[src/design/tgr_pkg.sv]
package tgr_pkg;

    localparam logic [1:0] OP_KEY    = 2'd0;
    localparam logic [1:0] OP_NONKEY = 2'd1;
    localparam logic [1:0] OP_TICK   = 2'd2;

    localparam logic [1:0] BTN_TAP   = 2'd0;
    localparam logic [1:0] BTN_TAP2  = 2'd1;
    localparam logic [1:0] BTN_HOLD  = 2'd2;

    localparam logic [1:0] KIND_NONE    = 2'd0;
    localparam logic [1:0] KIND_CLICK   = 2'd1;
    localparam logic [1:0] KIND_PRESS   = 2'd2;
    localparam logic [1:0] KIND_RELEASE = 2'd3;

    localparam logic [1:0] GEST_TAP  = 2'd0;
    localparam logic [1:0] GEST_DTAP = 2'd1;
    localparam logic [1:0] GEST_TAP2 = 2'd2;
    localparam logic [1:0] GEST_HOLD = 2'd3;

    localparam int WINDOW_RESET = 250;

    typedef struct packed {
        logic [1:0] operation;
        logic [1:0] button;
        logic       press;
        logic       tap_bound;
        logic       dtap_bound;
        logic       tap2_bound;
        logic       hold_bound;
        logic [7:0] key_position;
    } t_item;

    typedef struct packed {
        logic       consumed;
        logic [1:0] fire_kind;
        logic [1:0] gesture;
        logic [7:0] fire_position;
    } t_result;

endpackage

[src/design/tap_gesture_remapper.sv]
// An accepted item goes through the input register, then the result register,
// before its result shows on the outputs.
// Throughput: one item per cycle while o_stall is low; ticks that give no result leave the output alone.
// A result held by a stalled output stalls the input only once the next item has one too.
// Reset (synchronous, active low) clears all gesture state and sets the window to 250.
module tap_gesture_remapper #(
    parameter int WINDOW_BITS = 10
) (
    input  logic                   i_clk,
    input  logic                   i_rst_n,
    input  logic                   i_valid,
    output logic                   o_stall,
    input  logic [1:0]             i_operation,
    input  logic [1:0]             i_button,
    input  logic                   i_press,
    input  logic                   i_tap_bound,
    input  logic                   i_dtap_bound,
    input  logic                   i_tap2_bound,
    input  logic                   i_hold_bound,
    input  logic [7:0]             i_key_position,
    input  logic                   i_cfg_valid,
    output logic                   o_cfg_ready,
    input  logic [WINDOW_BITS-1:0] i_cfg_data,
    output logic                   o_valid,
    input  logic                   i_stall,
    output logic                   o_consumed,
    output logic [1:0]             o_fire_kind,
    output logic [1:0]             o_gesture,
    output logic [7:0]             o_fire_position
);

    logic                   r_in_valid;
    tgr_pkg::t_item         r_in;
    logic                   r_out_valid;
    tgr_pkg::t_result       r_out;
    logic [WINDOW_BITS-1:0] r_window;

    logic             w_has_result;
    tgr_pkg::t_result w_result;
    logic             w_out_free;
    logic             w_advance;
    logic             w_accept;

    assign o_cfg_ready = 1'b1;
    assign w_out_free  = !r_out_valid || !i_stall;
    assign w_advance   = r_in_valid && (!w_has_result || w_out_free);
    assign o_stall     = r_in_valid && !w_advance;
    assign w_accept    = i_valid && !o_stall;

    tgr_core #(
        .WINDOW_BITS(WINDOW_BITS)
    ) u_core (
        .i_clk       (i_clk),
        .i_rst_n     (i_rst_n),
        .i_fire      (w_advance),
        .i_item      (r_in),
        .i_window    (r_window),
        .o_has_result(w_has_result),
        .o_result    (w_result)
    );

    always_ff @(posedge i_clk) begin
        if (!i_rst_n) begin
            r_window <= WINDOW_BITS'(tgr_pkg::WINDOW_RESET);
        end else if (i_cfg_valid && o_cfg_ready) begin
            r_window <= i_cfg_data;
        end
    end

    always_ff @(posedge i_clk) begin
        if (!i_rst_n) begin
            r_in_valid <= 1'b0;
        end else if (w_accept) begin
            r_in_valid <= 1'b1;
        end else if (w_advance) begin
            r_in_valid <= 1'b0;
        end
    end

    always_ff @(posedge i_clk) begin
        if (w_accept) begin
            r_in.operation    <= i_operation;
            r_in.button       <= i_button;
            r_in.press        <= i_press;
            r_in.tap_bound    <= i_tap_bound;
            r_in.dtap_bound   <= i_dtap_bound;
            r_in.tap2_bound   <= i_tap2_bound;
            r_in.hold_bound   <= i_hold_bound;
            r_in.key_position <= i_key_position;
        end
    end

    always_ff @(posedge i_clk) begin
        if (!i_rst_n) begin
            r_out_valid <= 1'b0;
        end else if (w_advance && w_has_result) begin
            r_out_valid <= 1'b1;
        end else if (!i_stall) begin
            r_out_valid <= 1'b0;
        end
    end

    always_ff @(posedge i_clk) begin
        if (w_advance && w_has_result) begin
            r_out <= w_result;
        end
    end

    assign o_valid         = r_out_valid;
    assign o_consumed      = r_out.consumed;
    assign o_fire_kind     = r_out.fire_kind;
    assign o_gesture       = r_out.gesture;
    assign o_fire_position = r_out.fire_position;

    a_nofire_zero_fields: assert property (@(posedge i_clk) disable iff (!i_rst_n)
        o_valid && o_fire_kind == tgr_pkg::KIND_NONE |-> o_gesture == tgr_pkg::GEST_TAP
            && o_fire_position == 8'd0)
        else $error("result with no fire carries gesture data");

    a_unconsumed_fire_is_tap: assert property (@(posedge i_clk) disable iff (!i_rst_n)
        o_valid && !o_consumed && o_fire_kind != tgr_pkg::KIND_NONE
            |-> o_fire_kind == tgr_pkg::KIND_CLICK && o_gesture == tgr_pkg::GEST_TAP)
        else $error("unexpected fire on a pass-through result");

    a_held_item_kept: assert property (@(posedge i_clk) disable iff (!i_rst_n)
        r_in_valid && !w_advance |=> r_in_valid && $stable(r_in))
        else $error("input register lost an unprocessed item");

    a_blocked_result_kept: assert property (@(posedge i_clk) disable iff (!i_rst_n)
        r_in_valid && w_has_result && !w_out_free |=> r_out_valid)
        else $error("result register dropped a pending result");

endmodule

[src/design/tgr_core.sv]
module tgr_core #(
    parameter int WINDOW_BITS = 10
) (
    input  logic                   i_clk,
    input  logic                   i_rst_n,
    input  logic                   i_fire,
    input  tgr_pkg::t_item         i_item,
    input  logic [WINDOW_BITS-1:0] i_window,
    output logic                   o_has_result,
    output tgr_pkg::t_result       o_result
);

    logic                   r_own_tap, r_own_tap2, r_own_hold;
    logic                   r_pending_tap, r_pending_fires;
    logic [7:0]             r_deferred_position;
    logic [WINDOW_BITS-1:0] r_elapsed;

    logic                   n_own_tap, n_own_tap2, n_own_hold;
    logic                   n_pending_tap, n_pending_fires;
    logic [7:0]             n_deferred_position;
    logic [WINDOW_BITS-1:0] n_elapsed;

    logic [WINDOW_BITS-1:0] w_win;
    logic [WINDOW_BITS-1:0] w_elapsed_inc;

    // A window of zero behaves as a window of one tick.
    assign w_win = (i_window == '0) ? WINDOW_BITS'(1) : i_window;
    assign w_elapsed_inc = (r_elapsed == '1) ? r_elapsed : r_elapsed + WINDOW_BITS'(1);

    always_comb begin
        n_own_tap           = r_own_tap;
        n_own_tap2          = r_own_tap2;
        n_own_hold          = r_own_hold;
        n_pending_tap       = r_pending_tap;
        n_pending_fires     = r_pending_fires;
        n_deferred_position = r_deferred_position;
        n_elapsed           = r_elapsed;
        o_has_result        = 1'b1;
        o_result            = '0;

        case (i_item.operation)
            tgr_pkg::OP_TICK: begin
                o_has_result = 1'b0;
                if (r_pending_tap) begin
                    n_elapsed = w_elapsed_inc;
                    if (w_elapsed_inc >= w_win) begin
                        n_pending_tap = 1'b0;
                        n_elapsed     = '0;
                        if (r_pending_fires) begin
                            o_has_result           = 1'b1;
                            o_result.fire_kind     = tgr_pkg::KIND_CLICK;
                            o_result.gesture       = tgr_pkg::GEST_TAP;
                            o_result.fire_position = r_deferred_position;
                        end
                    end
                end
            end
            tgr_pkg::OP_KEY: begin
                case (i_item.button)
                    tgr_pkg::BTN_TAP: begin
                        if (!i_item.press) begin
                            o_result.consumed = r_own_tap;
                            n_own_tap         = 1'b0;
                        end else if (!i_item.tap_bound && !i_item.dtap_bound) begin
                            n_own_tap = 1'b0;
                        end else begin
                            n_own_tap         = 1'b1;
                            o_result.consumed = 1'b1;
                            if (!i_item.dtap_bound) begin
                                o_result.fire_kind     = tgr_pkg::KIND_CLICK;
                                o_result.gesture       = tgr_pkg::GEST_TAP;
                                o_result.fire_position = i_item.key_position;
                            end else if (r_pending_tap && r_elapsed < w_win) begin
                                // Second tap inside the window.
                                n_pending_tap          = 1'b0;
                                n_elapsed              = '0;
                                o_result.fire_kind     = tgr_pkg::KIND_CLICK;
                                o_result.gesture       = tgr_pkg::GEST_DTAP;
                                o_result.fire_position = i_item.key_position;
                            end else begin
                                n_pending_tap       = 1'b1;
                                n_pending_fires     = i_item.tap_bound;
                                n_deferred_position = i_item.key_position;
                                n_elapsed           = '0;
                            end
                        end
                    end
                    tgr_pkg::BTN_TAP2: begin
                        if (i_item.press) begin
                            n_own_tap2 = i_item.tap2_bound;
                            if (i_item.tap2_bound) begin
                                o_result.consumed      = 1'b1;
                                o_result.fire_kind     = tgr_pkg::KIND_CLICK;
                                o_result.gesture       = tgr_pkg::GEST_TAP2;
                                o_result.fire_position = i_item.key_position;
                            end
                        end else begin
                            o_result.consumed = r_own_tap2;
                            n_own_tap2        = 1'b0;
                        end
                    end
                    tgr_pkg::BTN_HOLD: begin
                        if (i_item.press) begin
                            n_own_hold = i_item.hold_bound;
                            if (i_item.hold_bound) begin
                                o_result.consumed      = 1'b1;
                                o_result.fire_kind     = tgr_pkg::KIND_PRESS;
                                o_result.gesture       = tgr_pkg::GEST_HOLD;
                                o_result.fire_position = i_item.key_position;
                            end
                        end else if (r_own_hold) begin
                            n_own_hold        = 1'b0;
                            o_result.consumed = 1'b1;
                            // The release fires only while the binding still exists.
                            if (i_item.hold_bound) begin
                                o_result.fire_kind     = tgr_pkg::KIND_RELEASE;
                                o_result.gesture       = tgr_pkg::GEST_HOLD;
                                o_result.fire_position = i_item.key_position;
                            end
                        end
                    end
                    default: begin
                        o_result = '0;
                    end
                endcase
            end
            default: begin
                o_result = '0;
            end
        endcase
    end

    always_ff @(posedge i_clk) begin
        if (!i_rst_n) begin
            r_own_tap           <= 1'b0;
            r_own_tap2          <= 1'b0;
            r_own_hold          <= 1'b0;
            r_pending_tap       <= 1'b0;
            r_pending_fires     <= 1'b0;
            r_deferred_position <= '0;
            r_elapsed           <= '0;
        end else if (i_fire) begin
            r_own_tap           <= n_own_tap;
            r_own_tap2          <= n_own_tap2;
            r_own_hold          <= n_own_hold;
            r_pending_tap       <= n_pending_tap;
            r_pending_fires     <= n_pending_fires;
            r_deferred_position <= n_deferred_position;
            r_elapsed           <= n_elapsed;
        end
    end

    a_idle_elapsed_zero: assert property (@(posedge i_clk) disable iff (!i_rst_n)
        !r_pending_tap |-> r_elapsed == '0)
        else $error("elapsed count nonzero with no tap pending");

    a_dtap_clears_pending: assert property (@(posedge i_clk) disable iff (!i_rst_n)
        i_fire && o_result.gesture == tgr_pkg::GEST_DTAP
            && o_result.fire_kind == tgr_pkg::KIND_CLICK |=> !r_pending_tap)
        else $error("double tap left a tap pending");

    a_tick_no_consume: assert property (@(posedge i_clk) disable iff (!i_rst_n)
        i_item.operation == tgr_pkg::OP_TICK |-> !o_result.consumed)
        else $error("tick produced a consumed result");

endmodule
[config.mk]
export PLATFORM = sky130hd
export DESIGN_NAME = tap_gesture_remapper
export DESIGN_NICKNAME = d
export VERILOG_FILES = /design/src/design/tgr_pkg.sv /design/src/design/tap_gesture_remapper.sv /design/src/design/tgr_core.sv
export SDC_FILE = /design/constraint.sdc
export NUM_CORES = 1
export LEC_CHECK = 0
export BUFFER_PORTS_ARGS = -buffer_cell sky130_fd_sc_hd__clkbuf_2
export CAP_MARGIN = 20
export CELL_PAD_IN_SITES_DETAIL_PLACEMENT = 1
export CELL_PAD_IN_SITES_GLOBAL_PLACEMENT = 2
export CORE_MARGIN = 2
export CORE_UTILIZATION = 30
export DETAILED_ROUTE_END_ITERATION = 8
export PLACE_DENSITY = 0.76
export SKIP_CTS_REPAIR_TIMING = 1
export SYNTH_ARGS = -nofsm -noshare
export SYNTH_HDL_FRONTEND = slang
export SYNTH_SLANG_ARGS = --single-unit
export TNS_END_PERCENT = 30
[constraint.sdc]
create_clock -name i_clk -period 5.15 [get_ports i_clk]
set_input_delay 1.03 -clock i_clk [delete_from_list [all_inputs] [get_ports i_clk]]
set_output_delay 1.03 -clock i_clk [all_outputs]
set_load 0.01 [all_outputs]
Word-level counts from Yosys, hierarchy flattened

Index checks and enable logic that the tools add are counted.

Logic and storage cells: 109
Register bits after elaboration: 65
Input bits: 32
Output and inout port bits: 16

Equality and inequality tests: 10
Reductions and logical operators: 26
Order comparisons: 2
Mux-type cells: 46
$add $sub $neg: 1
Bitwise logic cells: 2

Operator list:

| cell                                                             | count |
|---|---|
| 10-bit 2-to-1 mux                                                | 8 |
| 12-bit 2-to-1 mux                                                | 6 |
| 13-bit 2-to-1 mux                                                | 5 |
| 13-bit one-hot mux with 3 select lines                           | 1 |
| 12-bit one-hot mux with 2 select lines                           | 1 |
| 11-bit 2-to-1 mux                                                | 2 |
| 1-bit 2-to-1 mux                                                 | 21 |
| 10-bit one-hot mux with 2 select lines                           | 1 |
| 7-bit AND reduction                                              | 2 |
| 10-bit by 1-bit adder with 10-bit output (second input constant) | 1 |
| 10-bit == test (second input constant)                           | 1 |
| 10-bit >= comparator                                             | 1 |
| 10-bit zero test                                                 | 1 |
| 10-bit < comparator                                              | 1 |
| 3-bit AND reduction                                              | 3 |
| 2-bit != test (second input constant)                            | 4 |
| 1-bit zero test                                                  | 7 |
| 1-bit logical AND                                                | 6 |
| 6-bit AND reduction                                              | 1 |
| 2-bit == test (second input constant)                            | 2 |
| 2-bit zero test                                                  | 2 |
| 2-bit by 1-bit != test with 1-bit output (second input constant) | 2 |
| 2-bit nonzero test                                               | 2 |
| 2-bit by 1-bit == test with 1-bit output (second input constant) | 1 |
| other kinds (3)                                                  | 5 |

Longest topological paths before layout

Gate-level depths: netlist of run 1.

Depth after elaboration: 14
Depth in mapped cells: 14
Mapped depth without buffers: 13

By module

From an unflattened synthesis of run 1, not the netlist that was laid out.

Cell total of the unflattened synthesis: 319
Area, all modules: 3335.7 µm²

Modules (own cells, without submodules):

| module               | cells an instance | area an instance (µm²) | times used | seq. area each (µm²) |
|---|---|---|---|---|
| tgr_core             | 244               | 1964.4                 | 1          | 460.4 |
| tap_gesture_remapper | 75                | 1371.3                 | 1          | 1141.1 |

Least setup slack after synthesis of run 1

Ideal clock, no wire load.

Kind: register to register
Start: register u_core.r_elapsed[1]
End: register r_in[0] in the netlist's numbering (enable)
Path buffers: 1
Setup time: 392 ps
Period minus slack after synthesis: 3799 ps
Required time: 4758 ps
Stages on the path, launching flop included: 14
Arrival: 3406 ps
Path slack: 1351 ps
Cell sequence: dfxtp_1 -> ha_1 -> and4_1 -> clkbuf_1 -> nand4_1 -> nand4_1 -> xnor2_1 -> ha_1 -> a211oi_1 -> nor2_1 -> a31oi_1 -> a21o_1 -> a21oi_1 -> nor2b_1

Word-level cells in the longest chain between the ends: 13
Elaborated cells on any way between the ends: 14
Those cells by class: add/sub: 1; order compare: 1; eq/ne: 1; mux: 4; reduce/logical: 7

Ends and longest elaborated chain:

| what                                                                       | RTL line                   | text |
|---|---|---|
| from (decl)                                                                | tgr_core.sv:16             | `logic [WINDOW_BITS-1:0] r_elapsed;` |
| from (signal assigned)                                                     | tgr_core.sv:149            | `r_elapsed <= n_elapsed;` |
| 10-bit by 1-bit adder with 10-bit output or 10-bit == test (tied branches) | tgr_core.sv:28             | `assign w_elapsed_inc = (r_elapsed == '1) ? r_elapsed : r_elapsed + WINDOW_BITS'(1);` |
| 10-bit 2-to-1 mux (*)                                                      | tgr_core.sv:28             |  |
| 10-bit >= comparator (*)                                                   | tgr_core.sv:46             | `if (w_elapsed_inc >= w_win) begin` |
| 1-bit 2-to-1 mux (*)                                                       | tgr_core.sv:46             |  |
| 1-bit 2-to-1 mux (*)                                                       | tgr_core.sv:44             | `if (r_pending_tap) begin` |
| 1-bit 2-to-1 mux (*)                                                       | tgr_core.sv:41             | `case (i_item.operation)` |
| 1-bit zero test (*)                                                        | tap_gesture_remapper.sv:46 | `assign w_advance = r_in_valid && (!w_has_result \|\| w_out_free);` |
| 1-bit logical OR (*)                                                       | tap_gesture_remapper.sv:46 |  |
| 1-bit logical AND (*)                                                      | tap_gesture_remapper.sv:46 |  |
| 1-bit zero test (*)                                                        | tap_gesture_remapper.sv:47 | `assign o_stall = r_in_valid && !w_advance;` |
| 1-bit logical AND (*)                                                      | tap_gesture_remapper.sv:47 |  |
| via o_stall                                                                | tap_gesture_remapper.sv:12 | `output logic o_stall,` |
| 1-bit zero test (*)                                                        | tap_gesture_remapper.sv:48 | `assign w_accept = i_valid && !o_stall;` |
| 1-bit logical AND (*)                                                      | tap_gesture_remapper.sv:48 |  |
| via w_accept                                                               | tap_gesture_remapper.sv:42 | `logic w_accept;` |
| to (decl)                                                                  | tap_gesture_remapper.sv:33 | `tgr_pkg::t_item r_in;` |

The timed path passes the listed nets; every way through them passes the cells marked *.
A chain may end at the register's enable or synchronous reset.

Worst setup path in the final report of run 1

Start: register u_core.r_elapsed[0]
End: output o_stall

Word-level cells in the longest chain between the ends: 11
Elaborated cells on any way between the ends: 12
Those cells by class: add/sub: 1; order compare: 1; eq/ne: 1; mux: 4; reduce/logical: 5

Ends and longest elaborated chain:

| what                                                                       | RTL line |
|---|---|
| 10-bit by 1-bit adder with 10-bit output or 10-bit == test (tied branches) | tgr_core.sv:28 |
| 10-bit 2-to-1 mux (*)                                                      | tgr_core.sv:28 |
| 10-bit >= comparator (*)                                                   | tgr_core.sv:46 |
| 1-bit 2-to-1 mux (*)                                                       | tgr_core.sv:46 |
| 1-bit 2-to-1 mux (*)                                                       | tgr_core.sv:44 |
| 1-bit 2-to-1 mux (*)                                                       | tgr_core.sv:41 |
| 1-bit zero test (*)                                                        | tap_gesture_remapper.sv:46 |
| 1-bit logical OR (*)                                                       | tap_gesture_remapper.sv:46 |
| 1-bit logical AND (*)                                                      | tap_gesture_remapper.sv:46 |
| 1-bit zero test (*)                                                        | tap_gesture_remapper.sv:47 |
| 1-bit logical AND (*)                                                      | tap_gesture_remapper.sv:47 |
| to (decl)                                                                  | tap_gesture_remapper.sv:12 |

Every way passes the cells marked *; elsewhere a longest branch is shown, timed or not.

==> results of run 1 <==
-- cells in the mapped netlist, types with 2 or more instances --
cell | count | share of area
ha_1 | 20 | 0.075
mux2i_1 | 6 | 0.018
a2bb2oi_1 | 2 | 0.0053
nor3b_1 | 2 | 0.0045
a31oi_1 | 3 | 0.0056
o22ai_1 | 3 | 0.0056
xnor2_1 | 2 | 0.0053
a21oi_1 | 13 | 0.020
and2_1 | 7 | 0.013
a41o_1 | 3 | 0.0090
o21a_1 | 5 | 0.011
nand2_1 | 35 | 0.039
a211o_1 | 2 | 0.0053
a22o_1 | 13 | 0.034
a221o_1 | 2 | 0.0060
nand4_1 | 6 | 0.011
a211oi_1 | 2 | 0.0045
and3_1 | 2 | 0.0038
edfxtp_1 | 30 | 0.27
nor2b_1 | 11 | 0.021
nor3_1 | 7 | 0.011
buf_6 | 2 | 0.0068
a21o_1 | 2 | 0.0045
clkbuf_1 | 9 | 0.010
nand2b_1 | 5 | 0.0094
nor2_1 | 20 | 0.023
buf_2 | 3 | 0.0045
inv_1 | 14 | 0.016
o21ai_0 | 21 | 0.032
o211ai_1 | 10 | 0.023
nand3_1 | 19 | 0.029
dfxtp_1 | 35 | 0.21
o31a_1 | 2 | 0.0053
-- worst max-delay path, cell delays in order, from the launching register on --
cell      delay, ps
dfxtp_1         490
ha_1            240
and4_1          390
nand4_1         250
nand4_1         240
xnor2_1         100
ha_1            310
a41oi_1         160
or3_1           420
a21o_1          210
a21oi_1         280
clkbuf_2        200
-- area by class of cell --
cell class	count	area, sq um	area share
flip-flops and latches	65	1600	0.413
clock inverters	5	81.3	0.0209
inverters	14	52.6	0.0135
clock buffers	11	131	0.0338
multi-input cells	241	1600	0.411
well taps	140	175	0.0451
repair buffers	48	245	0.0632
-- state kept, by name, summed over array words and instances, names as in the netlist --
| name | count |
|---|---|
| r_window | 10 |
| u_core.r_deferred_position | 8 |
| r_in | 17 |
| o_gesture | 2 |
| r_in_valid | 1 |
| o_fire_kind | 2 |
| o_fire_position | 8 |
| u_core.r_own_hold | 1 |
| u_core.r_pending_tap | 1 |
| u_core.r_elapsed | 10 |
| u_core.r_own_tap2 | 1 |
| o_consumed | 1 |
| u_core.r_own_tap | 1 |
| o_valid | 1 |
| u_core.r_pending_fires | 1 |
-- layer usage --
metal | vias to the layer above | wire length [um] | track usage
met4 | 0 | 92 | 0.0434
met3 | 10 | 292 | 0.0338
met2 | 49 | 3930 | 0.258
met5 | - | 0 | 0
li1 | 1336 | - | -
met1 | 1280 | 3790 | 0.186
-- kinds of logic (layout without fill, tap and decap cells) --
logic type                 after synthesis  after routing  synth area share
and+or+nand+nor                        118            118             0.178
buffers and inverters                   30             78            0.0406
DFF                                     65             65             0.481
muxes                                    7              7            0.0214
adders and majority gates               20             20            0.0751
AOI/OAI and AO/OA                       93             93             0.198
other                                    1              1           0.00113
xor gates and xnor gates                 2              2           0.00526
-- per-stage QoR --
stage | hold WS, ps | setup slack [ps] | utilization | power [mW]
floorplan | 436 | 1350 | - | 0.627
global placement | 445 | 1000 | 0.339 | 0.655
detailed placement | 455 | 887 | 0.339 | 0.657
CTS | 465 | 463 | 0.358 | 1.14
global route | 479 | 166 | 0.358 | 1.17
finish | 461 | 485 | 0.358 | 1.12
-- cell usage in the layout, fill, tap and decap left out, types with 3 or more instances in the layout --
master    netlist  layout
a22o_1         13      13
clkbuf_2        0      46
a31oi_1         3       3
inv_1          14      14
nor2b_1        11      11
a21oi_1        13      13
o21ai_0        21      21
ha_1           20      20
mux2i_1         6       6
o22ai_1         3       3
nand3_1        19      19
dfxtp_1        35      35
o211ai_1       10      10
edfxtp_1       30      30
clkbuf_8        0       9
nand2_1        35      35
o21a_1          5       5
nand2b_1        5       5
and2_1          7       7
nor3_1          7       7
nand4_1         6       6
a41o_1          3       3
nor2_1         20      20
-- power groups by stage --
stage	registers [mW]	clock network [mW]	logic (mW)
global placement	0.581	0	0.0732
CTS	0.570	0.492	0.0757
floorplan	0.577	0	0.0499
detailed placement	0.582	0	0.0751
finish	0.570	0.474	0.0737
global route	0.573	0.514	0.0844
-- worst min-delay path by stage --
stage                                                  to                                  startpoint  slack (ps)  cells after the start
2_1_floorplan         u_core.r_pending_fires$_SDFFE_PN0P_         u_core.r_pending_fires$_SDFFE_PN0P_         440                      2
3_3_place_gp   u_core.r_deferred_position[2]$_SDFFE_PN0P_  u_core.r_deferred_position[2]$_SDFFE_PN0P_         450                      2
3_5_place_dp   u_core.r_deferred_position[4]$_SDFFE_PN0P_  u_core.r_deferred_position[4]$_SDFFE_PN0P_         460                      2
4_1_cts               u_core.r_pending_fires$_SDFFE_PN0P_         u_core.r_pending_fires$_SDFFE_PN0P_         460                      2
5_1_grt        u_core.r_deferred_position[3]$_SDFFE_PN0P_  u_core.r_deferred_position[3]$_SDFFE_PN0P_         480                      2
6_report       u_core.r_deferred_position[4]$_SDFFE_PN0P_  u_core.r_deferred_position[4]$_SDFFE_PN0P_         460                      2
==> results.json, run 1 <==
{
  "start_kind": "register",
  "crit_required_ps": 4120,
  "cts_tree": "yes",
  "num_vias": 2675,
  "reg2reg_to": "u_core.r_elapsed[2]$_SDFFE_PN0P_",
  "via_per_inst": 5.10,
  "placed_cells": 508,
  "worstSetupEndpoint": "o_stall",
  "drive_above_1_share": 0.174,
  "fin_area_sq_um": 3880,
  "insertion_delay_ps": 340,
  "startpoint": "u_core.r_elapsed[0]$_SDFFE_PN0P_",
  "grt_pass1_vias": 2830,
  "switching_share": 0.230,
  "slew_headroom": 0.414,
  "async_flop_share": 0,
  "vdd_drop_max_v": 0.000161,
  "globalRouteTotalUtil": 0.150,
  "worst_pin_slew_ps": 872,
  "synthToLayoutAreaGrowth_pct": 16.5,
  "num_rows": 38,
  "finalCritPeriodShare": 0.906,
  "synth_edf_count": 30,
  "globalRoute.totalOverflow": 0,
  "die_h_um": 109,
  "clockRootBuffer": "clkbuf_8",
  "clk_path_buf_depth": 2,
  "seq_area_frac_synth": 0.481,
  "seq_power_share": 0.510,
  "reg2reg_depth": 12,
  "final.setup.tns_ps": 0,
  "grt_max_degree": 39,
  "syn_inst": 336,
  "synth-seq-cells": 65,
  "start_util": 0.307,
  "arrival_ps": 3640,
  "routed_wl_um": 8100,
  "min_period_ps": 4670,
  "fp.dieW_um": 109,
  "port_buffers": 46,
  "hold_violations": 0,
  "clock_power_share": 0.424,
  "powerDensity_nw_per_um2": 288,
  "fillerInstances": 1251,
  "power_switching_mw": 0.257,
  "drcViolationCount": 0,
  "grt_pass1_wl_um": 13700,
  "synth_ff_type": "dfxtp_1",
  "syn_avg_cell_area_sq_um": 9.92,
  "hpwl_um": 6160,
  "skew_ps": 12.8,
  "max_freq_mhz": 214,
  "r2r_start": "u_core.r_elapsed[0]$_SDFFE_PN0P_",
  "syn-num-nets": 388,
  "ys_types": 51,
  "dr.pass1.iters": 4,
  "hp-class": "register to register",
  "clk_pin_slew_ps": 70,
  "layout.nets": 431,
  "n_antenna_cell": 0,
  "antenna_found_initial": 0,
  "pwr-share-comb": 0.066,
  "outcome": "complete, no violations",
  "internal_power_mw": 0.861,
  "maxCapViolCount": 0,
  "setup_violations": 0,
  "maxSlewViolCount": 0,
  "grt_setup_unrepaired": "false",
  "pin_count": 48,
  "place_area_sq_um": 3670,
  "dieArea_sq_um": 12000,
  "wire_per_inst_um": 15.5,
  "path_class": "register to output pin",
  "syn_area_sq_um": 3330,
  "worstPathMaxFanout": 9,
  "htreeDepth": 3,
  "ant_nets": 0,
  "first_iter_violations": 39,
  "cts_buffers": 9,
  "r2r_slack_ps": 1110,
  "gp_congestion": 0.792,
  "core-area_sq_um": 10800,
  "final_cells": 524,
  "clkSinkCount": 65,
  "critPathCaptureType": "output pin",
  "p_leak_nw": 1.58,
  "yosysWarningCount": 0
}
Note: power is estimated with default switching activity, not from simulation.
==> inputs of run 2 (changes only) <==
--- a/config.mk
+++ b/config.mk
@@ -13,6 +13,7 @@
 export CORE_UTILIZATION = 30
 export DETAILED_ROUTE_END_ITERATION = 8
 export PLACE_DENSITY = 0.76
+export REMOVE_ABC_BUFFERS = 1
 export SKIP_CTS_REPAIR_TIMING = 1
 export SYNTH_ARGS = -nofsm -noshare
 export SYNTH_HDL_FRONTEND = slang
==> results.json, run 2 (synthesis results as in run 1) <==
{
  "maxCapViolCount": 0,
  "setup_violations": 0,
  "gp_congestion": 0.826,
  "fin_util": 0.361,
  "use_met1": 0.184,
  "wire_per_inst_um": 15.9,
  "met3_usage": 0.0344,
  "num_vias": 2696,
  "routed_wl_um": 8350,
  "dieArea_sq_um": 12000,
  "post-place-ws_ps": 880,
  "path_class": "register to output pin",
  "min_period_ps": 4720,
  "p_leak_nw": 1.60,
  "htreeDepth": 3,
  "final_cells": 524,
  "drive_above_1_share": 0.180,
  "insertion_delay_ps": 350,
  "port_buffers": 46,
  "hpwl_um": 6220,
  "drcViolationCount": 0,
  "critPathCaptureType": "output pin",
  "vdd_drop_max_v": 0.000180,
  "grt_max_degree": 39,
  "clkSinkCount": 65,
  "r2r_slack_ps": 1060,
  "synthToLayoutAreaGrowth_pct": 17.6,
  "final.setup.tns_ps": 0,
  "layout_common_cells": "clkbuf_2 (46), nand2_1 (35), dfxtp_1 (35)",
  "start_util": 0.307,
  "cts_tree": "yes",
  "largest-register": "r_in",
  "placed_cells": 508,
  "outcome": "complete, no violations",
  "cts_buffers": 9,
  "die_h_um": 109,
  "pin_count": 48,
  "max_freq_mhz": 212,
  "hold_violations": 0,
  "startpoint": "u_core.r_elapsed[0]$_SDFFE_PN0P_",
  "worstPathMaxFanout": 9,
  "mostFrequentLayoutCell": "clkbuf_2",
  "maxSlewViolCount": 0,
  "top_usage_layer": "met2",
  "num_rows": 38,
  "finalCritPeriodShare": 0.917,
  "setup_ws_ps": 426,
  "r2r_start": "u_core.r_elapsed[0]$_SDFFE_PN0P_",
  "clk_path_buf_depth": 2,
  "hp-class": "register to register",
  "fillerInstances": 1256,
  "fp.dieW_um": 109,
  "grt_pass1_wl_um": 14000,
  "slew_headroom": 0.369,
  "crit_required_ps": 4120,
  "layout.nets": 431,
  "first_iter_violations": 68,
  "ant_nets": 0,
  "worst_pin_slew_ps": 939,
  "antenna_found_initial": 0,
  "start_kind": "register",
  "core-area_sq_um": 10800,
  "globalRoute.totalOverflow": 0,
  "via_per_inst": 5.15,
  "grt_pass1_vias": 2895,
  "arrival_ps": 3690,
  "reg_top3": "r_in x17, r_window x10, u_core.r_elapsed x10",
  "clockRootBuffer": "clkbuf_8",
  "grtUsageMet2": 0.269,
  "powerDensity_nw_per_um2": 305,
  "hold_start": "u_core.r_deferred_position[6]$_SDFFE_PN0P_",
  "dr.pass1.iters": 4,
  "largest_register_ffs": 17,
  "n_antenna_cell": 0,
  "globalRouteTotalUtil": 0.152,
  "skew_ps": 15.7,
  "grt_setup_unrepaired": "false",
  "clk_pin_slew_ps": 80
}
-- run 2: final timing paths --
check        cells after the start                                          to
max reg2reg                     12            u_core.r_elapsed[2]$_SDFFE_PN0P_
min reg2reg                      2  u_core.r_deferred_position[6]$_SDFFE_PN0P_
min                              2  u_core.r_deferred_position[6]$_SDFFE_PN0P_
max                             11                                     o_stall
-- run 2: final cells by class --
type,count,area [sq um],area share
clock inverter,7,124,0.0316
inverter,14,52.6,0.0134
clock buffer,9,124,0.0316
multi-input combinational,241,1600,0.407
tap,140,175,0.0447
sequential,65,1600,0.409
timing repair buffer,48,245,0.0626
-- run 2: critical path: stages, from the launching register on --
cell	delay [ps]
dfxtp_1	490
ha_1	240
and4_1	390
nand4_1	260
nand4_1	230
xnor2_1	90
ha_1	310
a41oi_1	160
or3_1	430
a21o_1	220
a21oi_1	310
clkbuf_2	200
-- run 2: stage by stage --
stage	hold slack [ps]	instance area [sq um]	total power, mW
2_1_floorplan	436	3250	0.619
3_3_place_gp	444	3670	0.655
3_5_place_dp	458	3670	0.658
4_1_cts	471	3920	1.22
5_1_grt	493	3920	1.24
6_report	463	3920	1.20
-- run 2: report_power, final --
group          internal [mW]  switching [mW]  total [mW]
Combinational         0.0304          0.0441      0.0744
Sequential             0.557          0.0134       0.570
Clock                  0.327           0.224       0.551
-- run 2: per-layer routing --
layer,vias to the layer above,routed length (um),share of wire
met5,-,0,0
li1,1335,-,-
met4,0,85,0.010
met2,49,4120,0.49
met3,9,336,0.040
met1,1303,3810,0.46
==> inputs of run 3 (changes only) <==
--- a/config.mk
+++ b/config.mk
@@ -12,10 +12,11 @@
 export CORE_MARGIN = 2
 export CORE_UTILIZATION = 30
 export DETAILED_ROUTE_END_ITERATION = 8
-export PLACE_DENSITY = 0.76
+export PLACE_DENSITY_LB_ADDON = 0.25
 export REMOVE_ABC_BUFFERS = 1
 export SKIP_CTS_REPAIR_TIMING = 1
 export SYNTH_ARGS = -nofsm -noshare
 export SYNTH_HDL_FRONTEND = slang
+export SYNTH_HIERARCHICAL = 1
 export SYNTH_SLANG_ARGS = --single-unit
 export TNS_END_PERCENT = 30
==> results.json, run 3 <==
{
  "outcome": "complete, no violations",
  "first_iter_violations": 90,
  "cpLargestDelayFamily": "simple AND/OR/NAND/NOR gates",
  "skew_ps": 11.4,
  "layout_common_cells": "clkbuf_2 (46), nand2_1 (45), dfxtp_1 (35)",
  "cts_buffers": 9,
  "clk_path_buf_depth": 2,
  "crit_slowest_cell": "dfxtp_1",
  "fp.dieW_um": 109,
  "maxCapViolCount": 0,
  "crit_chain": "ha_1, nand4_1, or2_1, and4_4, xor2_1, ha_1, a2111oi_0, o21ai_1, o2111ai_1, a21oi_1, nand3_1, nand2_1, and4_4, clkbuf_2",
  "globalRoute.totalOverflow": 0,
  "async_flop_share": 0,
  "wire_per_inst_um": 15.8,
  "yosysWarningCount": 6,
  "port_buffers": 46,
  "worstPathMaxFanout": 9,
  "antenna_found_initial": 0,
  "yosysTopAreaCell": "edfxtp_1",
  "synth_ff_type": "dfxtp_1",
  "hold_violations": 0,
  "seq_area_frac_synth": 0.480,
  "start_kind": "register",
  "vdd_drop_max_v": 0.000114,
  "dieArea_sq_um": 12000,
  "hpwl_um": 5870,
  "path_class": "register to output pin",
  "grt_max_degree": 38,
  "yosys.area.top_type_share": 0.270,
  "maxSlewViolCount": 0,
  "start_util": 0.308,
  "synth_edf_count": 30,
  "final_cells": 508,
  "crit_required_ps": 4120,
  "mostFrequentLayoutCell": "clkbuf_2",
  "grt_setup_unrepaired": "false",
  "min_period_ps": 4660,
  "p_total_mw": 1.10,
  "die_h_um": 109,
  "largest_register_ffs": 17,
  "drcViolationCount": 0,
  "powerDensity_nw_per_um2": 284,
  "crit_buf_inv": 1,
  "cts_tree": "yes",
  "place_area_sq_um": 3660,
  "pin_count": 48,
  "slew_headroom": 0.500,
  "synth-seq-cells": 65,
  "htreeDepth": 3,
  "clkSinkCount": 65,
  "setup_violations": 0,
  "fin_area_sq_um": 3870,
  "syn_inst": 319,
  "worst_pin_slew_ps": 750,
  "ys_types": 56,
  "n_antenna_cell": 0,
  "dr.pass1.iters": 4,
  "num_rows": 38,
  "post-place-ws_ps": 583,
  "reg_top3": "r_in x17, r_window x10, u_core/r_elapsed x10",
  "num_vias": 2505,
  "max_freq_mhz": 214,
  "max_stage_delay_ps": 510,
  "synthToLayoutAreaGrowth_pct": 15.9,
  "final.setup.tns_ps": 0,
  "clk_pin_slew_ps": 80,
  "core-area_sq_um": 10800,
  "clockRootBuffer": "clkbuf_8",
  "syn_area_sq_um": 3340,
  "hp-class": "register to register",
  "gp_congestion": 0.807,
  "drive_above_1_share": 0.209,
  "largest-register": "r_in",
  "layout.nets": 415,
  "grt_pass1_wl_um": 13200,
  "setup_ws_ps": 487,
  "insertion_delay_ps": 350,
  "grt_pass1_vias": 2597,
  "p_leak_nw": 1.63,
  "synth_area_leaders": "edfxtp_1 (27%), dfxtp_1 (21%), ha_1 (7.5%)",
  "fin_util": 0.357,
  "via_per_inst": 4.93,
  "finalCritPeriodShare": 0.905,
  "globalRouteTotalUtil": 0.145,
  "finalHoldWorstSlack_ps": 466,
  "yosys-top-cells-count": "nand2_1 (45), dfxtp_1 (35), edfxtp_1 (30)",
  "routed_wl_um": 8010,
  "ant_nets": 0,
  "syn_avg_cell_area_sq_um": 10.5,
  "placed_cells": 492,
  "arrival_ps": 3630,
  "synth.most_common_cell": "nand2_1",
  "critPathCaptureType": "output pin"
}
==> run 3: area by class of cell <==
class	count	area (sq um)
Fill cell	1257	6970
Sequential cell	65	1600
Multi-Input combinational cell	225	1590
Timing Repair Buffer	48	245
Tap cell	140	175
Clock buffer	9	124
Clock inverter	7	77.6
Inverter	14	52.6
==> run 3: cells by family (layout without fill, tap and decap cells) <==
| logic type | after synthesis | after routing | synth area share |
|---|---|---|---|
| simple gates | 104 | 104 | 0.161 |
| compound gates | 72 | 72 | 0.156 |
| flops | 65 | 65 | 0.480 |
| buf+inv | 29 | 78 | 0.0435 |
| mux | 22 | 22 | 0.0675 |
| fa+ha+maj | 20 | 20 | 0.0750 |
| xor+xnor | 6 | 6 | 0.0158 |
| other cells | 1 | 1 | 0.00112 |
==> run 3: layer usage <==
| metal | track usage | routed length (um) |
|---|---|---|
| met5 | 0 | 0 |
| met4 | 0.0461 | 101 |
| met3 | 0.0320 | 259 |
| met2 | 0.224 | 3550 |
| met1 | 0.201 | 4100 |
==> run 3: power by group <==
group | internal, mW | switching, mW
clock | 0.229 | 0.225
combinational | 0.0308 | 0.0423
sequential | 0.557 | 0.0132
total | 0.816 | 0.280
==> run 3: final timing paths <==
check	start	to	slack, ps	depth (start not counted)
setup reg to reg	u_core/r_elapsed[0]$_SDFFE_PN0P_	u_core/r_elapsed[4]$_SDFFE_PN0P_	550	18
hold / removal	u_core/r_deferred_position[3]$_SDFFE_PN0P_	u_core/r_deferred_position[3]$_SDFFE_PN0P_	470	2
setup / recovery	u_core/r_elapsed[0]$_SDFFE_PN0P_	o_stall	490	14
hold reg to reg	u_core/r_deferred_position[3]$_SDFFE_PN0P_	u_core/r_deferred_position[3]$_SDFFE_PN0P_	470	2
==> run 3: worst register-to-register path: stages, from the launching register on <==
cell	delay (ps)
dfxtp_1	510
ha_1	310
nand4_1	160
or2_1	360
and4_4	250
xor2_1	150
ha_1	210
a2111oi_0	360
o21ai_1	140
o2111ai_1	170
a21oi_1	150
nand3_1	100
nand2_1	90
a31oi_1	470
and4_1	300
and2_0	130
a21bo_2	350
a41oi_1	170
a31oi_1	150
